--- config.mk ---
export PLATFORM = sky130hd
export DESIGN_NAME = epoch_seconds_to_calendar_fields
export DESIGN_NICKNAME = d
export VERILOG_FILES = /design/src/design/ecf_pkg.sv /design/src/design/ecf_ctrl.sv /design/src/design/ecf_dpath.sv /design/src/design/epoch_seconds_to_calendar_fields.sv
export SDC_FILE = /design/constraint.sdc
export NUM_CORES = 1
export LEC_CHECK = 0
export BUFFER_PORTS_ARGS = -buffer_cell sky130_fd_sc_hd__buf_2
export CORE_UTILIZATION = 31
export CTS_CLUSTER_DIAMETER = 50
export CTS_CLUSTER_SIZE = 24
export DETAILED_ROUTE_END_ITERATION = 8
export HOLD_SLACK_MARGIN = 0.06
export SLEW_MARGIN = 20
export SYNTH_ARGS = -nofsm -noshare
export SYNTH_HDL_FRONTEND = slang
export SYNTH_SLANG_ARGS = --single-unit
--- constraint.sdc ---
create_clock -name clk -period 7.3 [get_ports clk]
set_input_delay 1.095 -clock clk [delete_from_list [all_inputs] [get_ports clk]]
set_output_delay 1.095 -clock clk [all_outputs]
set_load 0.01 [all_outputs]
--- src/design/ecf_pkg.sv ---
// Shared types, constants and the month table for the epoch seconds to calendar converter.
// Used by ecf_ctrl, ecf_dpath, the top level, the checker and the testbench; depends on nothing.
package ecf_pkg;

  localparam logic [31:0] SecsPerDay     = 32'd86400;
  localparam logic [31:0] SecsPerHour    = 32'd3600;
  localparam logic [31:0] SecsPerMinute  = 32'd60;
  localparam logic [31:0] FirstUncovered = 32'd4102444800;

  localparam logic [15:0] DaysPerFourYears = 16'd1461;
  localparam logic [8:0]  DaysLeapYear     = 9'd366;
  localparam logic [8:0]  DaysCommonYear   = 9'd365;
  localparam logic [7:0]  BaseYear         = 8'd70;
  localparam logic [2:0]  WeekdayDayZero   = 3'd4;
  localparam logic [3:0]  DaysPerWeek      = 4'd7;

  localparam logic [3:0] MonthJan = 4'd1;
  localparam logic [3:0] MonthFeb = 4'd2;
  localparam logic [3:0] MonthDec = 4'd12;

  // Reciprocals, rounded up, for the constant divisions:
  // 2^35/675 (days, after dropping 7 bits), 2^20/7 (weekday),
  // 2^21/225 (hours, after dropping 4 bits), 2^14/15 (minutes, after dropping 2 bits).
  localparam logic [25:0] DayRecip    = 26'd50903317;
  localparam logic [17:0] WeekRecip   = 18'd149797;
  localparam logic [13:0] HourRecip   = 14'd9321;
  localparam logic [10:0] MinuteRecip = 11'd1093;

  localparam int TdataWidth = 40;

  typedef enum logic [3:0] {
    S_IDLE,
    S_DAY_DIV,
    S_DAY_REM,
    S_HOUR_DIV,
    S_HOUR_REM,
    S_MIN_DIV,
    S_MIN_REM,
    S_YEAR_INIT,
    S_YEAR,
    S_MONTH,
    S_FINISH,
    S_HOLD
  } ctrl_state_t;

  typedef enum logic [3:0] {
    OP_NONE,
    OP_LOAD,
    OP_DAY_DIV,
    OP_DAY_REM,
    OP_HOUR_DIV,
    OP_HOUR_REM,
    OP_MIN_DIV,
    OP_MIN_REM,
    OP_YEAR_INIT,
    OP_YEAR_STEP,
    OP_MONTH_STEP,
    OP_FINISH
  } dp_op_t;

  typedef struct packed {
    logic year_hit;
    logic month_hit;
  } dp_status_t;

  typedef struct packed {
    logic [2:0] weekday;
    logic [7:0] year_since_1900;
    logic [3:0] month;
    logic [4:0] day_of_month;
    logic [4:0] hour;
    logic [5:0] minute;
    logic [5:0] second;
    logic       out_of_range;
  } calendar_t;

  // Day of year on which each month starts, in a common year.
  function automatic logic [8:0] month_start(input logic [3:0] m);
    logic [8:0] r;
    case (m)
      4'd0:    r = 9'd0;
      4'd1:    r = 9'd31;
      4'd2:    r = 9'd59;
      4'd3:    r = 9'd90;
      4'd4:    r = 9'd120;
      4'd5:    r = 9'd151;
      4'd6:    r = 9'd181;
      4'd7:    r = 9'd212;
      4'd8:    r = 9'd243;
      4'd9:    r = 9'd273;
      4'd10:   r = 9'd304;
      4'd11:   r = 9'd334;
      default: r = 9'd0;
    endcase
    return r;
  endfunction

endpackage

--- src/design/ecf_ctrl.sv ---
// Sequencing state machine of the converter: steps the datapath through the divisions,
// the year and month searches, and the hand-off to the output register. Uses ecf_pkg.
module ecf_ctrl (
  input  logic                clk,
  input  logic                rst,
  input  logic                in_valid,
  input  logic                clock_ready,
  input  logic                out_free,
  input  ecf_pkg::dp_status_t status,
  output ecf_pkg::dp_op_t     cmd,
  output logic                in_ready,
  output logic                out_load
);
  import ecf_pkg::*;

  ctrl_state_t state, state_next;
  logic        accept;

  assign accept = in_valid && (state == S_IDLE);

  always_ff @(posedge clk) begin
    if (rst) begin
      state <= S_IDLE;
    end else begin
      state <= state_next;
    end
  end

  always_comb begin
    state_next = state;
    case (state)
      S_IDLE: begin
        // A word taken while the clock chip is not ready is dropped.
        if (accept && clock_ready) begin
          state_next = S_DAY_DIV;
        end
      end
      S_DAY_DIV:   state_next = S_DAY_REM;
      S_DAY_REM:   state_next = S_HOUR_DIV;
      S_HOUR_DIV:  state_next = S_HOUR_REM;
      S_HOUR_REM:  state_next = S_MIN_DIV;
      S_MIN_DIV:   state_next = S_MIN_REM;
      S_MIN_REM:   state_next = S_YEAR_INIT;
      S_YEAR_INIT: state_next = S_YEAR;
      S_YEAR: begin
        if (status.year_hit) begin
          state_next = S_MONTH;
        end
      end
      S_MONTH: begin
        if (status.month_hit) begin
          state_next = S_FINISH;
        end
      end
      S_FINISH: state_next = S_HOLD;
      S_HOLD: begin
        if (out_free) begin
          state_next = S_IDLE;
        end
      end
      default: state_next = S_IDLE;
    endcase
  end

  always_comb begin
    cmd      = OP_NONE;
    in_ready = 1'b0;
    out_load = 1'b0;
    case (state)
      S_IDLE: begin
        in_ready = 1'b1;
        if (accept) begin
          cmd = OP_LOAD;
        end
      end
      S_DAY_DIV:   cmd = OP_DAY_DIV;
      S_DAY_REM:   cmd = OP_DAY_REM;
      S_HOUR_DIV:  cmd = OP_HOUR_DIV;
      S_HOUR_REM:  cmd = OP_HOUR_REM;
      S_MIN_DIV:   cmd = OP_MIN_DIV;
      S_MIN_REM:   cmd = OP_MIN_REM;
      S_YEAR_INIT: cmd = OP_YEAR_INIT;
      S_YEAR:      cmd = OP_YEAR_STEP;
      S_MONTH:     cmd = OP_MONTH_STEP;
      S_FINISH:    cmd = OP_FINISH;
      S_HOLD:      out_load = out_free;
      default:     cmd = OP_NONE;
    endcase
  end

endmodule

--- src/design/ecf_dpath.sv ---
// Datapath of the converter: reciprocal multiplications for the constant divisors,
// the weekday residue, the year peeling and month search registers. Uses ecf_pkg.
module ecf_dpath (
  input  logic                clk,
  input  logic [31:0]         epoch_seconds,
  input  ecf_pkg::dp_op_t     cmd,
  output ecf_pkg::dp_status_t status,
  output ecf_pkg::calendar_t  result
);
  import ecf_pkg::*;

  logic [31:0] secs;
  logic [15:0] days;
  logic [16:0] tod;
  logic [14:0] wk_q;
  logic [2:0]  weekday;
  logic [4:0]  hour;
  logic [11:0] mrest;
  logic [5:0]  minute;
  logic [5:0]  second;
  logic [15:0] yrest;
  logic [7:0]  year;
  logic [3:0]  mon;
  logic [4:0]  day;
  logic        oor;

  logic [50:0] day_prod;
  logic [31:0] day_base;
  logic [31:0] tod_full;
  logic [16:0] wk_sum;
  logic [34:0] wk_prod;
  logic [16:0] wk_base;
  logic [16:0] wk_diff;
  logic [25:0] hour_prod;
  logic [16:0] hour_base;
  logic [16:0] tod_left;
  logic [19:0] min_prod;
  logic [11:0] min_base;
  logic [11:0] sec_full;
  logic        leap;
  logic        block_fits;
  logic [8:0]  year_days;
  logic [8:0]  mon_limit;
  logic [8:0]  day_full;

  // 86400 is 128 times 675, so the low seven bits are dropped before the multiply.
  assign day_prod = 51'(secs[31:7]) * 51'(DayRecip);
  assign day_base = 32'(days) * SecsPerDay;
  assign tod_full = secs - day_base;

  assign wk_sum  = {1'b0, days} + {14'd0, WeekdayDayZero};
  assign wk_prod = 35'(wk_sum) * 35'(WeekRecip);
  assign wk_base = 17'(wk_q) * 17'(DaysPerWeek);
  assign wk_diff = wk_sum - wk_base;

  assign hour_prod = 26'(tod[16:4]) * 26'(HourRecip);
  assign hour_base = 17'(hour) * SecsPerHour[16:0];
  assign tod_left  = tod - hour_base;

  assign min_prod = 20'(mrest[11:2]) * 20'(MinuteRecip);
  assign min_base = 12'(minute) * SecsPerMinute[11:0];
  assign sec_full = mrest - min_base;

  assign leap       = (year[1:0] == 2'b00);
  assign block_fits = leap && (yrest >= DaysPerFourYears);
  assign year_days  = leap ? DaysLeapYear : DaysCommonYear;
  assign mon_limit  = month_start(mon) + {8'd0, leap && (mon > MonthJan)};

  assign status.year_hit  = !block_fits && (yrest < {7'd0, year_days});
  assign status.month_hit = (mon == MonthDec) || (yrest < {7'd0, mon_limit});

  assign day_full = yrest[8:0] - month_start(mon - 4'd1) + 9'd1
                    - {8'd0, leap && (mon > MonthFeb)};

  always_ff @(posedge clk) begin
    case (cmd)
      OP_LOAD: begin
        secs <= epoch_seconds;
        oor  <= (epoch_seconds >= FirstUncovered);
      end
      OP_DAY_DIV: days <= day_prod[50:35];
      OP_DAY_REM: begin
        tod  <= tod_full[16:0];
        wk_q <= wk_prod[34:20];
      end
      OP_HOUR_DIV: begin
        hour    <= hour_prod[25:21];
        weekday <= wk_diff[2:0];
      end
      OP_HOUR_REM: mrest  <= tod_left[11:0];
      OP_MIN_DIV:  minute <= min_prod[19:14];
      OP_MIN_REM:  second <= sec_full[5:0];
      OP_YEAR_INIT: begin
        yrest <= days;
        year  <= BaseYear;
        mon   <= MonthJan;
      end
      OP_YEAR_STEP: begin
        // From a leap year on, four whole years are one block of fixed length.
        if (block_fits) begin
          yrest <= yrest - DaysPerFourYears;
          year  <= year + 8'd4;
        end else if (yrest >= {7'd0, year_days}) begin
          yrest <= yrest - {7'd0, year_days};
          year  <= year + 8'd1;
        end
      end
      OP_MONTH_STEP: begin
        if (!status.month_hit) begin
          mon <= mon + 4'd1;
        end
      end
      OP_FINISH: day <= day_full[4:0];
      default: ;
    endcase
  end

  assign result.weekday         = weekday;
  assign result.year_since_1900 = year;
  assign result.month           = mon;
  assign result.day_of_month    = day;
  assign result.hour            = hour;
  assign result.minute          = minute;
  assign result.second          = second;
  assign result.out_of_range    = oor;

endmodule

--- src/design/epoch_seconds_to_calendar_fields.sv ---
// Channel   Dir  Word contents
// s_axis    in   tdata[31:0] epoch_seconds
// m_axis    out  tdata: date and time fields; tuser[0] out_of_range
// cfg       in   cfg_we / cfg_wdata[0] clock_ready
//
// One word at a time. After acceptance come the constant divisions, then the year steps
// (a four-year block from a leap year on, else one year), the month steps and the day of
// month; the result then waits for a free output register before it is loaded there.
// A word accepted while clock_ready is 0 gives no result. Reset is synchronous and clears
// the controller, the output valid and clock_ready. A finished result waits in the output
// register; the next word is accepted meanwhile, and the one after waits for it.
// Top level of the epoch seconds to calendar converter; uses ecf_pkg, ecf_ctrl, ecf_dpath.
module epoch_seconds_to_calendar_fields (
  input  logic                              clk,
  input  logic                              rst,
  input  logic                              cfg_we,
  input  logic                              cfg_wdata,     // clock_ready
  input  logic                              s_axis_tvalid,
  output logic                              s_axis_tready,
  input  logic [31:0]                       s_axis_tdata,  // [31:0] epoch_seconds
  output logic                              m_axis_tvalid,
  input  logic                              m_axis_tready,
  // [2:0] weekday, [10:3] year_since_1900, [14:11] month, [19:15] day_of_month,
  // [24:20] hour, [30:25] minute, [36:31] second, [39:37] zero
  output logic [ecf_pkg::TdataWidth-1:0]    m_axis_tdata,
  output logic                              m_axis_tuser   // [0] out_of_range
);
  import ecf_pkg::*;

  logic       clock_ready;
  logic       out_free;
  logic       out_load;
  dp_op_t     cmd;
  dp_status_t status;
  calendar_t  result;
  calendar_t  held;

  always_ff @(posedge clk) begin
    if (rst) begin
      clock_ready <= 1'b0;
    end else if (cfg_we) begin
      clock_ready <= cfg_wdata;
    end
  end

  assign out_free = !m_axis_tvalid || m_axis_tready;

  ecf_ctrl u_ctrl (
    .clk         (clk),
    .rst         (rst),
    .in_valid    (s_axis_tvalid),
    .clock_ready (clock_ready),
    .out_free    (out_free),
    .status      (status),
    .cmd         (cmd),
    .in_ready    (s_axis_tready),
    .out_load    (out_load)
  );

  ecf_dpath u_dpath (
    .clk           (clk),
    .epoch_seconds (s_axis_tdata),
    .cmd           (cmd),
    .status        (status),
    .result        (result)
  );

  always_ff @(posedge clk) begin
    if (rst) begin
      m_axis_tvalid <= 1'b0;
    end else if (out_load) begin
      m_axis_tvalid <= 1'b1;
    end else if (m_axis_tready) begin
      m_axis_tvalid <= 1'b0;
    end
  end

  always_ff @(posedge clk) begin
    if (out_load) begin
      held <= result;
    end
  end

  assign m_axis_tdata = {3'd0, held.second, held.minute, held.hour, held.day_of_month,
                         held.month, held.year_since_1900, held.weekday};
  assign m_axis_tuser = held.out_of_range;

endmodule

== Word level (Yosys, flattened, before mapping) ==
Memories as Yosys holds them, arrays and structs flattened. A register that Yosys moved wholly into a read port is not among the register bits.
Cells that the tools add are included.
Cells by class
  add/sub/neg operators: 15
  multipliers: 8
  order comparisons: 7
  equal/unequal tests: 29
  multiplexer cells: 21
  reduce and logical (&&, ||, !) cells: 18
Operator list (number)
  $mul 25x26->51 const B: 1
  $pmux 4 s12: 1
  $pmux 4 s11: 1
  $eq 4x4->1 const B: 9
  $mul 17x18->35 const B: 1
  $eq 4x3->1 const B: 8
  $ge 32x32->1 const B: 1
  $lt 16x9->1: 2
  $mux 16: 2
  $pmux 16 s2: 1
  $mul 13x14->26 const B: 1
  $mux 4: 6
  $mul 10x11->20 const B: 1
  $add 16x3->17 const B: 1
  $sub 17x17->17: 1
  $eq 4x2->1 const B: 4
  $ge 16x11->1 const B: 1
  $ge 16x9->1: 1
  $mul 16x10->10 const B: 1
  $mux 8: 2
  $pmux 8 s2: 1
  $sub 16x11->16 const B: 1
  $sub 16x9->16: 1
  $mul 15x3->3 const B: 1
  30 further kinds: 48
Word-level totals
  flip-flop bits (word level): 190
  bits in read-only memories: 288
  input bits: 38
  memories kept: 2
Memory list
  (name not given): words 16, width 9, rd ports 1, clocked after Yosys merged registers in 0, write ports 0, line ecf_pkg.sv:80  | case (m)
  (name not given): words 16, width 9, rd ports 1, clocked after Yosys merged registers in 1, write ports 0, line ecf_pkg.sv:80

== Longest topological paths before layout ==
Gate-level depths: netlist (run 1).
  word-level depth: 8
  depth in mapped cells: 25
  gate-level depth less buffers: 24

== Modules after synthesis ==
Synthesis (run 1) repeated with hierarchy kept, for this count alone.
Unflattened totals
  cell total of the unflattened synthesis: 2327
  area, all modules: 24679.9 µm²
Modules (own cells, without submodules)
  ecf_dpath: instances 1, cells each 2239, area an instance 23092.1 µm², seq. area each 4204.0 µm²
  epoch_seconds_to_calendar_fields: instances 1, cells each 49, area an instance 1247.4 µm², seq. area each 1181.1 µm²
  ecf_ctrl: instances 1, cells each 39, area an instance 340.3 µm², seq. area each 80.1 µm²

== Worst setup path after synthesis (run 1) ==
Ideal clock, no wire load.
  path kind: flip-flop to flip-flop
  from: reg u_dpath.secs[20]
  to: reg u_dpath.days[11], data pin
  setup time: 259 ps
  arrival: 5861 ps
  data required time: 7041 ps
  slack: 1180 ps
  cell stages (with the launch flop): 21
  period minus slack after synthesis: 6120 ps
  cell sequence: edfxtp_1 fa_1 inv_1 fa_1 inv_1 ha_1 fa_1 fa_1 fa_1 inv_1 fa_1 inv_1 ha_1 a21oi_1 o211ai_1 a32oi_1 a31oi_1 nor4b_1 nor3b_1 o21a_1 o31a_1
On the way
  cells in the longest elaborated chain, start to end: 1
Ends and longest elaborated chain
  start, declared: line ecf_dpath.sv:12  | logic [31:0] secs;
  start signal, assigned: line ecf_dpath.sv:78  | secs <= epoch_seconds;
  $mul 25x26->51: line ecf_dpath.sv:47  | assign day_prod = 51'(secs[31:7]) * 51'(DayRecip);
  net u_dpath.day_prod[46]: line ecf_dpath.sv:27  | logic [50:0] day_prod;
  end signal, assigned: line ecf_dpath.sv:81  | OP_DAY_DIV: days <= day_prod[50:35];
  end, declared: line ecf_dpath.sv:13  | logic [15:0] days;
The timed path passes the listed nets, and every way through them passes these cells.
A chain may end at the register's enable or synchronous reset.

== Worst setup path after layout (run 1) ==
  from: reg u_dpath.secs[21]
  to: reg u_dpath.days[11], data pin
The elaborated chain is that of the path after synthesis.

==> flow_summary_export.csv, run 1 <==
group,metric,value,unit
run_status,status,"finished, final reports clean",
detailed_routing,drt-pass1-iter-count,5,
timing,fmaxAchievable,148,MHz
timing,clock_skew,0.0197,ns
floorplan,dieArea,81600,um^2
timing,report.final.slew_viol_count,0,
yosys,yosysMostFrequentCell,"inv_1",
clock_network,htreeDepth,4,
setup_path,rr_worst_depth,20,
clock_network,cts.clk_slew.worst_paths,0.09,ns
setup_path,crit_type,"flop to flop",
yosys,yosysTopAreaCell,"ha_1",
clock_network,cts_setup_buffers,0,
timing,fin_crit_sh,0.926,
setup_path,rr_startpoint,"u_dpath.secs[21]",
floorplan,initial_core_util,0.315,
floorplan,rows,103,
setup_path,crit_path_start,"u_dpath.secs[21]",
setup_path,timing.rr.end,"u_dpath.days[11]",
place,pre_cts_ws,0.543,ns
clock_network,clk_path_buf_depth,2,
clock_network,cts-hold-fix-buffers,0,
setup_path,ff2ff_setup_slack,0.54,ns
setup_path,max_stage_delay,0.63,ns
min_path,hp-class,"flop to flop",
setup_path,cp_cell_sequence,"fa_1 -> inv_1 -> fa_1 -> inv_1 -> ha_1 -> fa_1 -> fa_1 -> fa_1 -> inv_1 -> fa_1 -> inv_1 -> ha_1 -> a21oi_1 -> o211ai_1 -> a32oi_1 -> a31oi_1 -> nor4b_1 -> nor3b_1 -> o21a_1 -> o31a_1",
detailed_routing,vias,16071,
detailed_routing,drtAntennaViolNets,0,
floorplan,chipHeight,286,um
yosys,syn_avg_cell_area,10.5,um^2
yosys,syn_area,25000,um^2
detailed_routing,avgRoutedWirePerCell,15.3,um
timing,hold_viol,0,
place,gp_congestion,0.928,
clock_network,clk_latency,0.49,ns
timing,slew_headroom,0.332,
detailed_routing,drt_iter0_drc,770,
clock_network,clock-sinks,187,
timing,layout_min_cycle_time,6.76,ns
timing,rsz0062_at_grt,"false",
yosys,ys_ff_latch,187,
floorplan,fp.coreArea,79300,um^2
global_route,grt_pass1_wl,88500,um
yosys,synth_top_cell_area_share,0.283,
cells_and_area,area_growth,9.44,%
job,maxCapViolations,0,
setup_path,cp.arrival,6.99,ns
global_route,overflow,0,
yosys,yosys-top-cells-area,"ha_1, fa_1, edfxtp_1, inv_1, xnor2_1",
detailed_routing,route.detailed.drc,0,
yosys,syn_inst,2377,
place,dpl.hpwl,46700,um
setup_path,cp_data_required_time,7.53,ns
cells_and_area,nFillCells,8026,
global_route,antenna_found_initial,0,
global_route,grt_pass1_vias,16872,
detailed_routing,wirelength,54000,um
timing,setup_viol,0,
floorplan,ioPinCount,81,
setup_path,crit_path_end_kind,"flop",
setup_path,crit_top_cell,"fa_1",
yosys,async_flop_share,0,
detailed_routing,vias_per_cell,4.55,
yosys,synth_commonest_cells,"inv_1, ha_1, fa_1, edfxtp_1, a21oi_1",
clock_network,post_cts_resized,0,
cells_and_area,diodes,0,
yosys,synth-seq-area-share,0.219,
setup_path,crit_fanout,9,
timing,fin_setup_tns,0,ns
timing,tightest_slew,0.994,ns
global_route,grt_max_degree,39,
yosys,synth_ff_type,"edfxtp_1",
cells_and_area,fin_nets,3344,
yosys,synth_cell_types,71,
place,io_buffers,77,
floorplan,die_w,286,um
clock_network,cts_buffers,17,
global_route,grt_usage,0.138,
timing,holdWs,0.419,ns
setup_path,cp_slowest_cell,"nor4b_1",
yosys,synth_edf_count,172,
setup_path,crit_end,"u_dpath.days[11]",
setup_path,start_kind,"flop",
clock_network,cts_root_buf,"clkbuf_16",
clock_network,cts_tree,"built",
timing,timing.final.ws_setup,0.541,ns
yosys,yosysWarnings,0,
cells_and_area,drive_gt1_frac,0.0609,
==> logic make-up after synthesis <==
kind of cell | Yosys count | synth area share
AO/OA/AOI/OAI | 309 | 0.0784
other | 1 | 0.000150
multiplexers | 10 | 0.00441
adder cells (fa/ha/maj) | 837 | 0.502
buffers and inverters | 624 | 0.0948
XOR/XNOR | 134 | 0.0470
flip-flops | 187 | 0.219
AND/OR/NAND/NOR | 275 | 0.0543
==> stage by stage <==
stage / utilization / cell area (um^2) / cells
floorplan: - / 25000 / 2379
global placement: 0.337 / 26700 / 3500
detailed placement: 0.337 / 26700 / 3500
CTS: 0.345 / 27300 / 3531
global route: 0.345 / 27300 / 3531
finish: 0.345 / 27300 / 3531
==> final cells by class <==
type                    count  area [um^2]  area share
multi-input cells        1568        17200       0.628
flip-flops and latches    187         5470       0.200
inverters                 599         2250      0.0823
well taps                1050         1310      0.0481
repair buffers             96          528      0.0193
clock buffers              17          425      0.0156
clock inverters            14          173     0.00632
==> flip-flops by register name, indices dropped and copies added (netlist names), named ones only <==
name / cells
u_dpath.oor: 1
u_dpath.hour: 5
m_axis_tdata: 37
u_dpath.minute: 6
u_dpath.second: 6
u_dpath.weekday: 3
u_dpath.mon: 4
u_dpath.wk_q: 3
u_dpath.secs: 32
u_dpath.year: 8
u_dpath.day: 5
m_axis_tuser: 1
m_axis_tvalid: 1
u_dpath.mrest: 12
u_dpath.days: 16
u_dpath.yrest: 16
u_dpath.tod: 17
clock_ready: 1
u_ctrl.state: 4
==> layout by cell type (no fill, tap or decap), types with 19 or more instances in the layout <==
cell type / instances
edfxtp_1: 172
buf_2: 77
buf_4: 19
nor2_1: 66
o21ai_0: 66
xor2_1: 38
xnor2_1: 96
a21oi_1: 98
nand2_1: 75
a21o_1: 34
nand3_1: 25
ha_1: 564
fa_1: 273
nand4_1: 23
inv_1: 599
==> worst min-delay path by stage <==
stage	from	slack, ns	cells after the start	end
final	u_dpath.second[0]	0.42	0	m_axis_tdata[31]
after global routing	u_dpath.second[5]	0.43	0	m_axis_tdata[36]
after CTS	u_dpath.secs[1]	0.42	0	u_dpath.tod[1]
after detailed placement	u_dpath.second[0]	0.40	0	m_axis_tdata[31]
after global placement	u_dpath.mrest[0]	0.40	0	u_dpath.second[0]
after floorplan	u_dpath.weekday[0]	0.40	0	m_axis_tdata[0]
==> per-layer routing <==
layer | global-route usage | part of all wire | vias up
met5 | 0 | 0 | -
met4 | 0.0373 | 0.021 | 0
met3 | 0.0175 | 0.032 | 59
met2 | 0.232 | 0.46 | 254
met1 | 0.186 | 0.48 | 7748
li1 | - | - | 8010
==> worst max-delay path: cells and delay by family (launching register included) <==
family                   cells  cell delay [ns]
flip-flops                   1             0.56
buffers and inverters        4             0.20
adder cells (fa/ha/maj)      8             3.78
AND/OR/NAND/NOR              2             0.77
AO/OA/AOI/OAI                6             1.19
Power of run 1 is left out: the tool's default activity adds up to more than one toggle a clock period on the data nets, which glitch-free logic cannot reach.
==> inputs of run 2 (changes only) <==
==> constraint.sdc (replaced) <==
create_clock -name clk -period 7.9 [get_ports clk]
set_input_delay 1.185 -clock clk [delete_from_list [all_inputs] [get_ports clk]]
set_output_delay 1.185 -clock clk [all_outputs]
set_load 0.005 [all_outputs]
==> flow_summary_export.csv, run 2 (synthesized netlist as in run 1, its figures left out) <==
group,metric,value,unit
cells_and_area,final_common_cell,"inv_1",
setup_path,rr_worst_depth,22,
clock_network,cts_setup_buffers,0,
cells_and_area,drive_gt1_frac,0.0570,
cells_and_area,area_growth,9.10,%
timing,tightest_slew,1.01,ns
floorplan,die_w,286,um
setup_path,cp.arrival,7.09,ns
clock_network,clock-sinks,187,
cells_and_area,diodes,0,
detailed_routing,wirelength,53700,um
detailed_routing,drt-pass1-iter-count,5,
min_path,holdPathEnd,"u_dpath.tod[6]",
timing,holdWs,0.422,ns
clock_network,cts-hold-fix-buffers,0,
global_route,grt_max_degree,37,
job,maxCapViolations,0,
cells_and_area,fin_nets,3334,
timing,setup_viol,0,
timing,layout_min_cycle_time,6.82,ns
setup_path,ff2ff_setup_slack,1.08,ns
clock_network,clk_latency,0.48,ns
global_route,overflow,0,
run_status,status,"finished, final reports clean",
global_route,antenna_found_initial,0,
min_path,hp-class,"flop to flop",
detailed_routing,drtAntennaViolNets,0,
min_path,min-delay-start,"u_dpath.secs[6]",
detailed_routing,vias_per_cell,4.54,
detailed_routing,vias,15993,
global_route,grt_pass1_wl,88200,um
cells_and_area,nFillCells,7980,
timing,fmaxAchievable,147,MHz
timing,report.final.slew_viol_count,0,
setup_path,crit_path_end_kind,"flop",
floorplan,ioPinCount,81,
cells_and_area,largest_reg_flops,37,
detailed_routing,avgRoutedWirePerCell,15.2,um
timing,rsz0062_at_grt,"false",
global_route,grt_pass1_vias,16605,
clock_network,cts.clk_slew.worst_paths,0.08,ns
clock_network,clk_path_buf_depth,2,
floorplan,chipHeight,286,um
clock_network,cts_root_buf,"clkbuf_16",
global_route,grt_usage,0.138,
timing,fin_setup_tns,0,ns
place,gp_congestion,0.913,
timing,hold_viol,0,
floorplan,dieArea,81600,um^2
setup_path,timing.rr.end,"u_dpath.days[12]",
floorplan,initial_core_util,0.315,
detailed_routing,route.detailed.drc,0,
clock_network,cts_buffers,17,
setup_path,start_kind,"flop",
clock_network,htreeDepth,4,
clock_network,cts_tree,"built",
detailed_routing,drt_iter0_drc,790,
setup_path,crit_fanout,12,
clock_network,post_cts_resized,0,
floorplan,fp.coreArea,79300,um^2
timing,slew_headroom,0.318,
min_path,hold_depth,0,
setup_path,crit_type,"flop to flop",
place,dpl.hpwl,46500,um
setup_path,cp_data_required_time,8.17,ns
timing,clock_skew,0.0164,ns
floorplan,rows,103,
place,io_buffers,77,
setup_path,rr_startpoint,"u_dpath.secs[12]",
cells_and_area,final_cell_mix,"inv_1, ha_1, fa_1, edfxtp_1, a21oi_1",
timing,fin_crit_sh,0.863,
run 2: cell types whose count changed in the layout (fill, tap and decap cells not counted), sizes merged:
cell      previous run  this run
buf                 96        86
clkinv               4         6
inv                607       605
bufinv               1         0
clkbuf              17        18
clkinvlp             1         2
run 2: stage by stage:
| stage | std cells | cell area (um^2) | setup slack, ns | util |
|---|---|---|---|---|
| final | 3522 | 27200 | 1.08 | 0.343 |
| after global routing | 3522 | 27200 | 0.677 | 0.343 |
| after CTS | 3522 | 27200 | 1.12 | 0.343 |
| after detailed placement | 3490 | 26600 | 1.16 | 0.336 |
| after global placement | 3490 | 26600 | 1.25 | 0.336 |
| after floorplan | 2379 | 25000 | 1.78 | - |
run 2: critical path, cell delays in order, from the launching register on:
cell	delay [ns]
edfxtp_1	0.78
inv_1	0.21
ha_1	0.38
inv_1	0.11
fa_1	0.42
ha_1	0.28
inv_1	0.05
fa_1	0.49
inv_1	0.05
fa_1	0.46
fa_1	0.54
inv_1	0.06
fa_1	0.53
inv_1	0.04
ha_1	0.33
nand3_1	0.11
nor2_1	0.23
nand4_1	0.12
o211ai_1	0.22
a21oi_1	0.13
o21ai_0	0.46
a41oi_1	0.27
a221oi_1	0.34
run 2: final cells by class:
| type | instances | area [um^2] | area share |
|---|---|---|---|
| multi-input cells | 1568 | 17200 | 0.630 |
| flip-flops and latches | 187 | 5470 | 0.201 |
| inverters | 599 | 2250 | 0.0826 |
| well taps | 1050 | 1310 | 0.0483 |
| repair buffers | 86 | 453 | 0.0166 |
| clock buffers | 18 | 429 | 0.0158 |
| clock inverters | 14 | 158 | 0.00579 |
run 2: worst max-delay path by stage:
| stage | from | endpoint | slack, ns | depth (start not counted) |
|---|---|---|---|---|
| after global routing | u_dpath.secs[12] | u_dpath.days[12] | 0.68 | 22 |
| after floorplan | u_dpath.secs[20] | u_dpath.days[11] | 1.78 | 20 |
| after global placement | u_dpath.secs[12] | u_dpath.days[2] | 1.25 | 22 |
| after detailed placement | u_dpath.secs[21] | u_dpath.days[11] | 1.16 | 20 |
| after CTS | u_dpath.secs[12] | u_dpath.days[12] | 1.12 | 22 |
| final | u_dpath.secs[12] | u_dpath.days[12] | 1.08 | 22 |
run 2: layer usage:
metal | vias to the layer above | wire length, um | GRT usage
met1 | 7656 | 25500 | 0.185
met3 | 60 | 2280 | 0.0223
met5 | - | 0 | 0
met4 | 0 | 1440 | 0.0406
met2 | 286 | 24500 | 0.227
li1 | 7991 | - | -
Power of run 2 is left out for the same reason.
==> inputs of run 3 (changes only) <==
--- a/config.mk
+++ b/config.mk
@@ -6,11 +6,12 @@
 export NUM_CORES = 1
 export LEC_CHECK = 0
 export BUFFER_PORTS_ARGS = -buffer_cell sky130_fd_sc_hd__buf_2
-export CORE_UTILIZATION = 31
+export CORE_UTILIZATION = 55
 export CTS_CLUSTER_DIAMETER = 50
 export CTS_CLUSTER_SIZE = 24
 export DETAILED_ROUTE_END_ITERATION = 8
 export HOLD_SLACK_MARGIN = 0.06
+export PLACE_DENSITY = 0.72
 export SLEW_MARGIN = 20
 export SYNTH_ARGS = -nofsm -noshare
 export SYNTH_HDL_FRONTEND = slang
==> flow_summary_export.csv, run 3 (synthesized netlist as in run 1, its figures left out) <==
group,metric,value,unit
setup_path,cp_cell_sequence,"fa_1 -> inv_1 -> fa_1 -> inv_1 -> ha_1 -> fa_1 -> fa_1 -> fa_1 -> inv_1 -> fa_1 -> inv_1 -> ha_1 -> a21oi_1 -> o211ai_1 -> a32oi_1 -> a31oi_1 -> nor4b_1 -> nor3b_1 -> o21a_1 -> o31a_1",
min_path,hp-class,"flop to flop",
clock_network,post_cts_resized,0,
cells_and_area,final_common_cell,"inv_1",
clock_network,cts_setup_buffers,0,
clock_network,cts_tree,"built",
clock_network,clk_path_buf_depth,2,
timing,fin_crit_sh,0.873,
place,gp_congestion,0.987,
setup_path,cp.arrival,7.13,ns
clock_network,cts_buffers,17,
timing,report.final.slew_viol_count,0,
place,place_inst,3029,
global_route,overflow,0,
detailed_routing,avgRoutedWirePerCell,17.9,um
setup_path,cp_data_required_time,8.13,ns
place,dpl.hpwl,46600,um
cells_and_area,final_cell_mix,"inv_1, ha_1, fa_1, edfxtp_1, a21oi_1",
timing,tightest_slew,1.04,ns
setup_path,crit_fanout,9,
setup_path,cp_num_buf_inv,4,
clock_network,clk_latency,0.48,ns
job,maxCapViolations,0,
detailed_routing,drtAntennaViolNets,0,
clock_network,cts.clk_slew.worst_paths,0.07,ns
cells_and_area,fin_nets,3331,
clock_network,htreeDepth,4,
timing,layout_min_cycle_time,6.90,ns
min_path,min-delay-start,"u_dpath.second[4]",
timing,clock_skew,0.0112,ns
floorplan,fp.coreArea,44500,um^2
global_route,grt_pass1_vias,17531,
global_route,antenna_found_initial,0,
clock_network,cts-hold-fix-buffers,0,
timing,hold_viol,0,
detailed_routing,drt-pass1-iter-count,5,
global_route,grt_pass1_wl,90200,um
cells_and_area,diodes,0,
detailed_routing,route.detailed.drc,0,
floorplan,initial_core_util,0.561,
clock_network,clock-sinks,187,
detailed_routing,vias_per_cell,5.33,
place,postPlaceCellArea,26000,um^2
floorplan,ioPinCount,81,
run_status,status,"finished, final reports clean",
floorplan,chipHeight,215,um
floorplan,die_w,215,um
cells_and_area,fin_cells,3061,
setup_path,timing.rr.end,"u_dpath.days[11]",
cells_and_area,largest_reg_flops,37,
cells_and_area,final_area,26600,um^2
setup_path,crit_type,"flop to flop",
clock_network,cts_root_buf,"clkbuf_16",
cells_and_area,area_growth,6.53,%
timing,fin_setup_tns,0,ns
detailed_routing,vias,16318,
setup_path,max_stage_delay,0.74,ns
setup_path,cp_top_family,"adder cells",
setup_path,cp_slowest_cell,"nor4b_1",
timing,holdWs,0.421,ns
timing,fmaxAchievable,145,MHz
setup_path,rr_startpoint,"u_dpath.secs[21]",
setup_path,crit_path_end_kind,"flop",
timing,slew_headroom,0.305,
detailed_routing,drt_iter0_drc,808,
timing,rsz0062_at_grt,"false",
timing,setup_viol,0,
setup_path,rr_worst_depth,20,
setup_path,ff2ff_setup_slack,1.00,ns
place,io_buffers,77,
global_route,grt_max_degree,37,
detailed_routing,wirelength,54700,um
cells_and_area,drive_gt1_frac,0.0543,
setup_path,start_kind,"flop",
floorplan,dieArea,46200,um^2
min_path,holdPathEnd,"m_axis_tdata[35]",
setup_path,crit_top_cell,"fa_1",
cells_and_area,nFillCells,3691,
global_route,grt_usage,0.251,
floorplan,rows,77,
min_path,hold_depth,0,
-- run 3: worst max-delay path by stage --
stage / startpoint / end / slack (ns) / cells past startpoint
2_1_floorplan: u_dpath.secs[20] / u_dpath.days[11] / 1.78 / 20
3_3_place_gp: u_dpath.secs[20] / u_dpath.days[11] / 1.18 / 20
3_5_place_dp: u_dpath.secs[21] / u_dpath.days[11] / 1.04 / 20
4_1_cts: u_dpath.secs[21] / u_dpath.days[11] / 1.03 / 20
5_1_grt: u_dpath.secs[12] / u_dpath.days[12] / 0.73 / 22
6_report: u_dpath.secs[21] / u_dpath.days[11] / 1.00 / 20
-- run 3: area by class of cell --
cell class / instances / area (um^2) / share of cell area
Clock inverter: 12 / 110 / 0.00414
Sequential cell: 187 / 5470 / 0.206
Clock buffer: 20 / 437 / 0.0164
Multi-Input combinational cell: 1568 / 17100 / 0.645
Inverter: 599 / 2250 / 0.0846
Timing Repair Buffer: 83 / 430 / 0.0162
Tap cell: 592 / 741 / 0.0279
-- run 3: metal layers --
| metal | track usage | wire [um] | vias to the layer above |
|---|---|---|---|
| met5 | 0 | 0 | - |
| met4 | 0.0879 | 1660 | 0 |
| met3 | 0.0350 | 1730 | 85 |
| met2 | 0.453 | 27900 | 311 |
| met1 | 0.305 | 23500 | 7947 |
| li1 | - | - | 7975 |
-- run 3: through the flow --
step           setup WS, ns   util
3_5_place_dp           1.04  0.585
5_1_grt               0.727  0.597
3_3_place_gp           1.18  0.585
2_1_floorplan          1.78      -
6_report               1.00  0.597
4_1_cts                1.03  0.597
Power of run 3 is left out for the same reason.
